**src/jsu_pkg.sv**
```systemverilog
// Shared types, codes and a helper function for the JSON string unescaper.
package jsu_pkg;

  typedef enum logic [2:0] {
    ST_BYTE              = 3'd0,
    ST_DONE              = 3'd1,
    ST_CONTROL           = 3'd2,
    ST_UNFINISHED_ESCAPE = 3'd3,
    ST_UNKNOWN_ESCAPE    = 3'd4,
    ST_BAD_HEX           = 3'd5,
    ST_UNFINISHED_UNI    = 3'd6,
    ST_UNTERMINATED      = 3'd7
  } status_t;

  typedef enum logic [5:0] {
    M_PLAIN = 6'b000001,
    M_ESC   = 6'b000010,
    M_HEX1  = 6'b000100,
    M_HEX2  = 6'b001000,
    M_HEX3  = 6'b010000,
    M_HEX4  = 6'b100000
  } mode_t;

  localparam logic [7:0] CH_QUOTE  = 8'h22;
  localparam logic [7:0] CH_BSLASH = 8'h5C;
  localparam logic [7:0] CH_SLASH  = 8'h2F;
  localparam logic [7:0] CH_SPACE  = 8'h20;

  // Decoded results of one input word: up to three output words.
  typedef struct packed {
    logic [1:0]      cnt;
    status_t         status;
    logic [2:0][7:0] bytes;
  } res_t;

  // Bit 4 set when c is a hex digit; low bits hold its value.
  function automatic logic [4:0] hex_val(input logic [7:0] c);
    logic [4:0] r;
    r = 5'd0;
    if (c >= 8'h30 && c <= 8'h39) begin
      r = {1'b1, c[3:0]};
    end else if ((c >= 8'h61 && c <= 8'h66) || (c >= 8'h41 && c <= 8'h46)) begin
      r = {1'b1, c[3:0] + 4'd9};
    end
    return r;
  endfunction

endpackage

```
**src/json_string_unescaper.sv**
```systemverilog
// JSON string unescaper top level: decoder feeding a result register.
// Latency: first result word is on m_tdata the cycle after its input word is accepted.
// Throughput: one input word per cycle while m_tready is high; a \u escape giving two or three
// UTF-8 bytes holds s_tready low until its last byte has been taken.
// Input words consumed without a result (backslash, u, first three hex digits) load nothing.
// Synchronous reset returns the decoder to plain mode and empties the result register.
module json_string_unescaper (
  input  logic        clk,
  input  logic        rst,
  input  logic        s_tvalid,
  output logic        s_tready,
  input  logic [7:0]  s_tdata,   // [7:0] byte_value
  input  logic        s_tuser,   // input_ended
  output logic        m_tvalid,
  input  logic        m_tready,
  output logic [15:0] m_tdata,   // [7:0] out_byte, [10:8] status, [15:11] zero
  output logic        m_tlast    // last_of_item
);
  import jsu_pkg::*;

  res_t res;
  logic accept;
  logic can_load;

  assign s_tready = can_load;
  assign accept = s_tvalid && s_tready;

  jsu_decode u_decode (
    .clk         (clk),
    .rst         (rst),
    .accept      (accept),
    .byte_value  (s_tdata),
    .input_ended (s_tuser),
    .res         (res)
  );

  jsu_emit u_emit (
    .clk      (clk),
    .rst      (rst),
    .load     (accept && res.cnt != 2'd0),
    .res      (res),
    .can_load (can_load),
    .m_tvalid (m_tvalid),
    .m_tready (m_tready),
    .m_tdata  (m_tdata),
    .m_tlast  (m_tlast)
  );

endmodule

```
**src/jsu_decode.sv**
```systemverilog
// Escape decoder: mode and hex digit registers plus per-word decode logic.
module jsu_decode (
  input  logic          clk,
  input  logic          rst,
  input  logic          accept,
  input  logic [7:0]    byte_value,
  input  logic          input_ended,
  output jsu_pkg::res_t res
);
  import jsu_pkg::*;

  mode_t       mode, mode_next;
  logic [11:0] acc, acc_next;
  logic [4:0]  hv;
  logic [15:0] cp;

  assign hv = hex_val(byte_value);
  assign cp = {acc, hv[3:0]};

  always_comb begin
    mode_next = mode;
    acc_next = acc;
    res.cnt = 2'd0;
    res.status = ST_BYTE;
    res.bytes = '0;
    if (input_ended) begin
      res.cnt = 2'd1;
      mode_next = M_PLAIN;
      acc_next = '0;
      case (mode)
        M_ESC: res.status = ST_UNFINISHED_ESCAPE;
        M_HEX1, M_HEX2, M_HEX3, M_HEX4: res.status = ST_UNFINISHED_UNI;
        default: res.status = ST_UNTERMINATED;
      endcase
    end else begin
      case (mode)
        M_ESC: begin
          mode_next = M_PLAIN;
          res.cnt = 2'd1;
          case (byte_value)
            CH_QUOTE, CH_BSLASH, CH_SLASH: res.bytes[0] = byte_value;
            8'h62: res.bytes[0] = 8'h08;
            8'h66: res.bytes[0] = 8'h0C;
            8'h6E: res.bytes[0] = 8'h0A;
            8'h72: res.bytes[0] = 8'h0D;
            8'h74: res.bytes[0] = 8'h09;
            8'h75: begin
              res.cnt = 2'd0;
              mode_next = M_HEX1;
              acc_next = '0;
            end
            default: begin
              res.status = ST_UNKNOWN_ESCAPE;
              acc_next = '0;
            end
          endcase
        end
        M_HEX1, M_HEX2, M_HEX3, M_HEX4: begin
          if (!hv[4]) begin
            res.cnt = 2'd1;
            res.status = ST_BAD_HEX;
            mode_next = M_PLAIN;
            acc_next = '0;
          end else if (mode == M_HEX4) begin
            mode_next = M_PLAIN;
            acc_next = '0;
            if (cp <= 16'h007F) begin
              res.cnt = 2'd1;
              res.bytes[0] = cp[7:0];
            end else if (cp <= 16'h07FF) begin
              res.cnt = 2'd2;
              res.bytes[0] = 8'hC0 | {3'd0, cp[10:6]};
              res.bytes[1] = 8'h80 | {2'd0, cp[5:0]};
            end else begin
              res.cnt = 2'd3;
              res.bytes[0] = 8'hE0 | {4'd0, cp[15:12]};
              res.bytes[1] = 8'h80 | {2'd0, cp[11:6]};
              res.bytes[2] = 8'h80 | {2'd0, cp[5:0]};
            end
          end else begin
            acc_next = {acc[7:0], hv[3:0]};
            mode_next = mode_t'({mode[4:0], 1'b0});
          end
        end
        default: begin
          mode_next = M_PLAIN;
          if (byte_value == CH_QUOTE) begin
            res.cnt = 2'd1;
            res.status = ST_DONE;
            acc_next = '0;
          end else if (byte_value < CH_SPACE) begin
            res.cnt = 2'd1;
            res.status = ST_CONTROL;
            acc_next = '0;
          end else if (byte_value == CH_BSLASH) begin
            mode_next = M_ESC;
          end else begin
            res.cnt = 2'd1;
            res.bytes[0] = byte_value;
          end
        end
      endcase
    end
  end

  always_ff @(posedge clk) begin
    if (rst) begin
      mode <= M_PLAIN;
      acc <= '0;
    end else if (accept) begin
      mode <= mode_next;
      acc <= acc_next;
    end
  end

endmodule

```
**src/jsu_emit.sv**
```systemverilog
// Result register: holds one decoded bundle and sends it out word by word.
module jsu_emit (
  input  logic          clk,
  input  logic          rst,
  input  logic          load,
  input  jsu_pkg::res_t res,
  output logic          can_load,
  output logic          m_tvalid,
  input  logic          m_tready,
  output logic [15:0]   m_tdata,  // [7:0] out_byte, [10:8] status, [15:11] zero
  output logic          m_tlast   // last_of_item
);
  import jsu_pkg::*;

  res_t       bund;
  logic       valid;
  logic [1:0] idx;
  logic       last;
  logic       take;

  assign last = (idx == bund.cnt - 2'd1);
  assign take = valid && m_tready;
  assign can_load = !valid || (take && last);

  assign m_tvalid = valid;
  assign m_tdata = {5'd0, bund.status, bund.bytes[idx]};
  assign m_tlast = last;

  always_ff @(posedge clk) begin
    if (rst) begin
      valid <= 1'b0;
      idx <= 2'd0;
    end else if (load) begin
      valid <= 1'b1;
      idx <= 2'd0;
    end else if (take) begin
      if (last) begin
        valid <= 1'b0;
      end else begin
        idx <= idx + 2'd1;
      end
    end
  end

  always_ff @(posedge clk) begin
    if (load) begin
      bund <= res;
    end
  end

`ifndef NO_ASSERTIONS
  a_cnt_nonzero: assert property (@(posedge clk) disable iff (rst)
    valid |-> bund.cnt != 2'd0)
    else $error("bundle held with no words");
  a_idx_range: assert property (@(posedge clk) disable iff (rst)
    valid |-> idx < bund.cnt)
    else $error("word index past bundle size");
  a_status_single: assert property (@(posedge clk) disable iff (rst)
    (valid && bund.status != ST_BYTE) |-> bund.cnt == 2'd1)
    else $error("status word not alone");
  a_no_overwrite: assert property (@(posedge clk) disable iff (rst)
    load |-> (!valid || (take && last)))
    else $error("bundle overwritten before drained");
`endif

endmodule
```
**config.mk**
```make
export PLATFORM = sky130hd
export DESIGN_NAME = json_string_unescaper
export DESIGN_NICKNAME = d
export VERILOG_FILES = /design/src/jsu_pkg.sv /design/src/json_string_unescaper.sv /design/src/jsu_decode.sv /design/src/jsu_emit.sv
export SDC_FILE = /design/constraint.sdc
export NUM_CORES = 1
export LEC_CHECK = 0
export BUFFER_PORTS_ARGS = -buffer_cell sky130_fd_sc_hd__buf_2
export CORE_MARGIN = 2
export CORE_UTILIZATION = 50
export CTS_CLUSTER_SIZE = 20
export DETAILED_ROUTE_END_ITERATION = 7
export HOLD_SLACK_MARGIN = 0.15
export PLACE_DENSITY_LB_ADDON = 0.12
export RECOVER_POWER = 25
export SLEW_MARGIN = 20
export SYNTH_ARGS = -nofsm -noshare
export SYNTH_HDL_FRONTEND = slang
export SYNTH_SLANG_ARGS = --single-unit
```
**constraint.sdc**
```tcl
create_clock -name clk -period 3.2 [get_ports clk]
set_clock_uncertainty 0.15 [all_clocks]
set_input_delay 0.16 -clock clk [delete_from_list [all_inputs] [get_ports clk]]
set_output_delay 0.16 -clock clk [all_outputs]
set_load 0.01 [all_outputs]
```
# Word-level counts from Yosys, hierarchy flattened
# Index checks and enable logic that the tools add are counted.
# Widths: inputs -> output; s select.
[totals]
latch_bits = 0
out_inout_bits = 19
input_bits = 13
word_cells = 113
register_bits = 50
ramBits = 0
rom_bits = 0
memories = 0
[classes]
n_mux = 46
n_addsub = 3
magnitude_cmp = 10
n_bitwise = 4
n_mul = 0
shift = 0
reduce_logical = 24
n_div = 0
eq_ne = 16
[ops]
columns = ["op", "n"]
rows = [
  ["$mux 12", 6],
  ["$mux 8", 8],
  ["$eq 8x7->1 const B", 7],
  ["$pmux 8 s6", 1],
  ["$mux 6", 4],
  ["$pmux 12 s2", 1],
  ["$mux 5", 4],
  ["$bmux 8 s2", 1],
  ["$eq 8x6->1 const B", 2],
  ["$ge 8x7->1 const B", 2],
  ["$le 16x11->1 const B", 1],
  ["$le 16x7->1 const B", 1],
  ["$le 8x7->1 const B", 2],
  ["$pmux 8 s2", 1],
  ["$mux 14", 1],
  ["$mux 2", 7],
  ["$pmux 6 s2", 1],
  ["$pmux 5 s2", 1],
  ["$mux 3", 3],
  ["$reduce_or 9->1", 1],
  ["$ge 8x6->1 const B", 1],
  ["$le 8x6->1 const B", 1],
  ["$lt 8x6->1 const B", 1],
  ["$reduce_or 8->1", 1],
  ["other kinds (26)", 44],
]

# Depth between registers and ports, before layout
# Gate-level depths: netlist of run 1.
[logic_depth]
ltp_word = 16
depth_mapped = 9
depth_no_buf = 9

# Cells and area by module
# A second synthesis of run 1 with hierarchy kept.
[unflattened]
cells_unflattened = 346
area_unflattened_um2 = 3211.8
[modules_own_cells]
columns = ["mod", "n_inst", "area_per_inst_um2", "seq_area_each_um2", "cells_per_inst"]
rows = [
  ["jsu_decode", 1, 1908.1, 360.3, 258],
  ["jsu_emit", 1, 1287.5, 930.9, 86],
  ["json_string_unescaper", 1, 16.3, 0.0, 2],
]

# Least setup slack after synthesis of run 1
# No wires, ideal clock.
[synth_path]
path_type = "register to register"
startpoint = "register u_decode.mode[3]"
endpoint = "register u_emit.bund[0] (netlist bit), enable pin"
arrival_time_ps = 1866
path_stages_with_launch = 8
synth_period_minus_slack_ps = 2362
setup_slack_ps = 838
path_cell_list = "dfxtp_1 clkbuf_1 nor4_2 nand3b_1 a211oi_2 nand2_4 clkinv_4 o21ba_4"
[synth_lines]
columns = ["element", "line_no", "rtl"]
rows = [
  ["start, declared", "jsu_decode.sv:12", "mode_t mode, mode_next;"],
  ["start signal, assigned", "jsu_decode.sv:111", "mode <= mode_next;"],
  ["end signal, assigned", "jsu_emit.sv:47", "bund <= res;"],
  ["end, declared", "jsu_emit.sv:15", "res_t bund;"],
]

==> flow_summary.toml, run 1 <==
[layout]
antenna_cells = 0
layout_commonest_cell = "nor2_1"
final_cell_mix = "nor2_1 (30), edfxtp_1 (27), nand2_1 (22)"
ff_latch_area_um2 = 1230
areaGrowthSynthToFinish_pct = 8.20
fillers = 529
nets = 349
drive_gt1_frac = 0.129
multiInputGateArea_um2 = 1510

[critical_path]
critPathMaxFanout = 7
worstPathRequired_ps = 3240
start_kind = "primary input"
slowest_delay_ps = 560
path_class = "in2reg"
worst-path-stages = 11
critical-path-top-delay-family = "buffers and inverters"
reg2reg_depth = 7
end_kind = "register"
cp.arrival_ps = 3150
cpMaxStageDelayCell = "dlygate4sd3_1"
worst-path-buf-inv = 5
crit_path_cell_trace = "dlygate4sd3_1 > buf_2 > inv_1 > ha_2 > inv_1 > or4_4 > a221o_1 > a221o_1 > o21ai_1 > a21oi_1 > dlygate4sd3_1"

[routing]
drtPass1Iterations = 4
viasPerCell = 5.73
totalWireLength_um = 6510
wire_per_inst_um = 15.9
vias = 2338
route.detailed.drc = 0
drt_iter0_markers = 192
drtAntennaViolNets = 0

[worst_hold_path]
holdPathStages = 3
min_path_type = "in2reg"

[timing]
hold_viol_final = 0
rsz0062_at_grt = "false"
slew_violations = 0
hold_slack_ps = 168
period_share = 0.969
clock.fmax_ghz = 0.322
worst_pin_slew_ps = 813
fin_crit_ps = 3100
setup_viol = 0
fin_tns_setup_ps = 0
timing.slew.headroom = 0.456

[synth]
synth_top_family_by_area = "simple AND/OR/NAND/NOR gates"
synthTopCellsByArea = "edfxtp_1 (27%), dfxtp_1 (14%), mux2i_1 (3.7%)"
yosysTopAreaCellShare = 0.273
ys_ff_latch = 48
synth.avg_cell_area_um2 = 9.75
synthAdderAreaFrac = 0.0168
netlist_instances = 305
synth-seq-area-share = 0.414
synth.area.mux_share = 0.0370
synthFlopType = "edfxtp_1"
syn_area_um2 = 2970
netlist-cell-type-count = 75
yosys_warnings = 0
synth_compound_area_frac = 0.201
synth_edf_count = 27
yosys.area.top_type = "edfxtp_1"
synth_simple_gate_area_frac = 0.234
async_flop_share = 0
synth-xor-area-share = 0.0206

[clock_network]
clock_latency_ps = 300
post-cts-setup-buffers = 0
h-tree-depth = 2
cts_root_buf = "clkbuf_8"
cts_buffers = 5
clockBufferDepth = 2
cts.clk_slew.worst_paths_ps = 90
tritoncts = "done"
clkSinkCount = 48

[floorplan]
ios = 32
dieWidth_um = 81.1
die_area_um2 = 6580
initial_utilization = 0.508
die_h_um = 81.1
coreArea_um2 = 5850
rows = 28

[global_routing]
antenna_found_initial = 0
grt_max_degree = 30
grt_usage = 0.205
grt_pass1_wl_um = 10200
grt_pass1_vias = 2047
overflow = 0

[pwr]
p_clk_frac = 0.346
p_leak_nw = 1.20
p_int_uw = 959
pwr_density_cell_nw_per_um2 = 393
peakVddDrop_uv = 216
pwr-share-seq = 0.543
power.net_switching_uw = 305
total_power_mw = 1.26
combPwrFrac = 0.111
switching_share = 0.241

[status]
status = "finished clean"

[flow_run]
cap_violations = 0

[placement]
port_buffers = 26
routabilityCongestion = 0.907
dpl.hpwl_um = 4790
-- layout make-up --
cell class              instances  area share
multi-input cells             225       0.469
flip-flops and latches         48       0.383
repair buffers                 38      0.0673
well taps                      75      0.0292
clock buffers                   5      0.0214
inverters                      14      0.0179
clock inverters                 3      0.0132
-- power groups by stage --
stage | clock [mW] | sequential [mW] | combinational [mW]
3_5_place_dp | 0 | 0.701 | 0.139
6_report | 0.437 | 0.686 | 0.141
2_1_floorplan | 0 | 0.698 | 0.101
3_3_place_gp | 0 | 0.699 | 0.137
4_1_cts | 0.442 | 0.686 | 0.146
5_1_grt | 0.461 | 0.689 | 0.156
-- cells in the mapped netlist, types with 6 or more instances --
| library cell | number |
|---|---|
| a21oi_1 | 15 |
| nand3_1 | 7 |
| inv_1 | 11 |
| nand2_1 | 22 |
| a22o_1 | 12 |
| nor2_1 | 29 |
| buf_4 | 10 |
| mux2i_1 | 11 |
| a22oi_1 | 6 |
| o21ai_0 | 16 |
| edfxtp_1 | 27 |
| dfxtp_1 | 21 |
| nor3_1 | 6 |
-- timing repair --
item,in CTS,in global routing
hold buffers,7,0
endpoints found under the hold margin,12,0
setup endpoints to repair,0,1
resized for setup,0,1
-- cell families after synthesis --
kind of cell               count (synthesis)
AOI/OAI and AO/OA                         83
buffers and inverters                     36
muxes                                     11
other                                      1
DFF                                       48
adders and majority gates                  4
and+or+nand+nor                          115
xor gates and xnor gates                   7
-- routing by layer --
layer / vias up / track usage / part of all wire
li1: 1185 / - / -
met1: 1079 / 0.296 / 0.49
met2: 67 / 0.312 / 0.44
met3: 7 / 0.0322 / 0.047
met4: 0 / 0.0746 / 0.018
met5: - / 0 / 0
-- worst paths after layout --
check,from,end,slack [ps]
setup reg to reg,u_decode.mode[5],u_emit.m_tvalid,470
setup / recovery,s_tdata[1],u_emit.m_tvalid,100
hold reg to reg,u_decode.acc[8],u_decode.acc[8],390
hold / removal,s_tdata[6],u_emit.bund[6],170
-- worst min-delay path: cells and delay by family --
| kind | cells | cell delay (ps) |
|---|---|---|
| and+or+nand+nor | 1 | 70 |
| AOI/OAI and AO/OA | 1 | 70 |
| buffers and inverters | 1 | 150 |
-- flip-flops by register name, summed over array words and instances, names as in the netlist --
name,flops
u_decode.mode,6
u_emit.idx,2
u_emit.bund,24
u_decode.acc,12
u_emit.m_tvalid,1
u_emit.m_tdata,3
-- through the flow --
step,setup WS (ps),util,cells,area (µm²)
5_1_grt,2.40,0.550,408,3220
3_3_place_gp,557,0.527,393,3090
6_report,99.2,0.550,408,3220
3_5_place_dp,496,0.527,393,3090
2_1_floorplan,838,-,309,2990
4_1_cts,113,0.558,408,3270
No activity file was read; power rests on OpenSTA's default activity.
==> run 2: changes to the inputs <==
--- a/config.mk
+++ b/config.mk
@@ -5,9 +5,12 @@
 export SDC_FILE = /design/constraint.sdc
 export NUM_CORES = 1
 export LEC_CHECK = 0
+export ABC_AREA = 1
 export BUFFER_PORTS_ARGS = -buffer_cell sky130_fd_sc_hd__buf_2
+export CELL_PAD_IN_SITES_DETAIL_PLACEMENT = 0
+export CELL_PAD_IN_SITES_GLOBAL_PLACEMENT = 2
 export CORE_MARGIN = 2
-export CORE_UTILIZATION = 50
+export CORE_UTILIZATION = 34
 export CTS_CLUSTER_SIZE = 20
 export DETAILED_ROUTE_END_ITERATION = 7
 export HOLD_SLACK_MARGIN = 0.15
==> run 2 against run 1 <==
Clock-buffer cell count stayed put. Maximum frequency up 23%. Critical endpoint is now u_emit.bund[23]. First-iteration DRC count is 44% lower. Combinational power is 97% higher.
==> flow_summary.toml, run 2 <==
[status]
status = "finished clean"

[routing]
routed.top_layer = "met4"
wl_met1_um = 4260
vias = 2768
totalWireLength_um = 8390
wire_per_inst_um = 14.3
routed-wl-met3_um = 373
viasPerCell = 4.73
drtAntennaViolNets = 0
drt_iter0_markers = 107
drtPass1Iterations = 4
route.detailed.drc = 0
wl_met2_um = 3690

[layout]
final_util = 0.378
nets = 490
multiInputGateArea_um2 = 1560
fin_area_um2 = 3470
largest_reg_flops = 24
fillers = 1004
largest-register = "u_emit.bund"
areaGrowthSynthToFinish_pct = 8.22
layout_commonest_cell = "nand2_1"
drive_gt1_frac = 0.112
final_cell_mix = "nand2_1 (96), nor2_1 (75), inv_1 (68)"
ff_latch_area_um2 = 1230
reg_top3 = "u_emit.bund x24, u_decode.acc x12, u_decode.mode x6"
antenna_cells = 0

[pwr]
p_leak_nw = 1.55
pwr-share-seq = 0.503
peakVddDrop_uv = 186
pwr_density_cell_nw_per_um2 = 410
combPwrFrac = 0.195
p_int_mw = 1.01
p_clk_frac = 0.301
switching_share = 0.293
power.net_switching_uw = 416

[clock_network]
post-cts-setup-buffers = 0
cts_buffers = 5
cts_root_buf = "clkbuf_8"
cts.clk_slew.worst_paths_ps = 80
h-tree-depth = 2
clockBufferDepth = 2
clkSinkCount = 48
tritoncts = "done"
clock_latency_ps = 300

[synth]
synth.top_cells.by_count = "nand2_1 (93), nor2_1 (74), inv_1 (68)"
netlist_instances = 451
synthTopCellsByArea = "edfxtp_1 (25%), dfxtp_1 (13%), nand2_1 (11%)"
synth.avg_cell_area_um2 = 7.12
yosys.area.top_type = "edfxtp_1"
synth_edf_count = 27
synthFlopType = "edfxtp_1"
ys_ff_latch = 48
yosys_warnings = 0
synth-seq-area-share = 0.383
yosysMostFrequentCell = "nand2_1"
syn_area_um2 = 3210
netlist-cell-type-count = 39
async_flop_share = 0
yosysTopAreaCellShare = 0.253

[timing]
hold_viol_final = 0
clock.fmax_ghz = 0.396
setup_viol = 0
fin_crit_ps = 2530
rsz0062_at_grt = "false"
worst_pin_slew_ps = 548
fin_tns_setup_ps = 0
timing.slew.headroom = 0.633
period_share = 0.790
timing.final.ws_setup_ps = 673
slew_violations = 0

[floorplan]
die_h_um = 101
coreArea_um2 = 9200
die_area_um2 = 10200
initial_utilization = 0.349
ios = 32
dieWidth_um = 101
rows = 35

[global_routing]
grt_max_degree = 28
overflow = 0
grt_pass1_wl_um = 13300
grt_usage = 0.170
grt_pass1_vias = 2564
antenna_found_initial = 0

[placement]
dpl.hpwl_um = 6620
routabilityCongestion = 0.889
port_buffers = 26
dp_worst_setup_slack_ps = 766
placed_area_um2 = 3360

[worst_hold_path]
min_path_type = "in2reg"

[critical_path]
path_class = "in2reg"
end_kind = "register"
critPathMaxFanout = 27
cp.arrival_ps = 2350
worstPathRequired_ps = 3020
start_kind = "primary input"

[flow_run]
cap_violations = 0
-- run 2: area by class of cell --
cell class | count | share of cell area
multi-input cells | 315 | 0.450
clock buffers | 5 | 0.0198
flip-flops and latches | 48 | 0.354
repair buffers | 31 | 0.0461
inverters | 72 | 0.0778
clock inverters | 3 | 0.0122
well taps | 111 | 0.0400
-- run 2: timing repair --
action	CTS	global route
hold endpoints to repair	8	0
hold buffers	4	0
gates resized for setup	0	0
-- run 2: metal layers --
| metal | up-vias | global-route usage |
|---|---|---|
| met5 | - | 0 |
| met4 | 0 | 0.0301 |
| met3 | 6 | 0.0331 |
| met2 | 60 | 0.268 |
| met1 | 1236 | 0.246 |
| li1 | 1466 | - |
-- run 2: worst max-delay path: stages --
cell	delay, ps
dlygate4sd3_1	520
clkbuf_1	210
inv_1	90
nand2_2	100
nor2_1	70
nand2_1	150
nand2_1	300
nand2_1	140
nand2_1	50
nand2_1	60
nand2_1	100
inv_1	70
buf_4	310
-- run 2: through the flow --
stage	instances	hold WS (ps)	total power [mW]
final	585	162	1.42
after global routing	585	199	1.50
after CTS	585	159	1.44
after detailed placement	573	342	1.01
after global placement	573	343	1.01
after floorplan	455	173	0.931
-- run 2: final timing paths --
kind              slack, ps               end  depth (start not counted)              from
setup reg to reg        730   u_emit.bund[23]                          9     u_emit.idx[0]
hold / removal          160    u_emit.bund[4]                          5        s_tdata[4]
setup / recovery        670   u_emit.bund[23]                         13        s_tdata[6]
hold reg to reg         350  u_decode.mode[5]                          2  u_decode.mode[5]
-- run 2: logic make-up after synthesis --
group,after synthesis,synth area share
other,1,0.00117
AOI/OAI and AO/OA,63,0.110
adders and majority gates,4,0.0156
and+or+nand+nor,241,0.352
buffers and inverters,92,0.130
xor gates and xnor gates,2,0.00780
DFF,48,0.383
-- run 2: power by group through the flow --
stage | clock network (mW) | registers (mW) | logic [mW]
3_3_place_gp | 0 | 0.731 | 0.282
4_1_cts | 0.443 | 0.717 | 0.283
3_5_place_dp | 0 | 0.731 | 0.279
5_1_grt | 0.469 | 0.721 | 0.313
6_report | 0.429 | 0.716 | 0.278
2_1_floorplan | 0 | 0.724 | 0.208
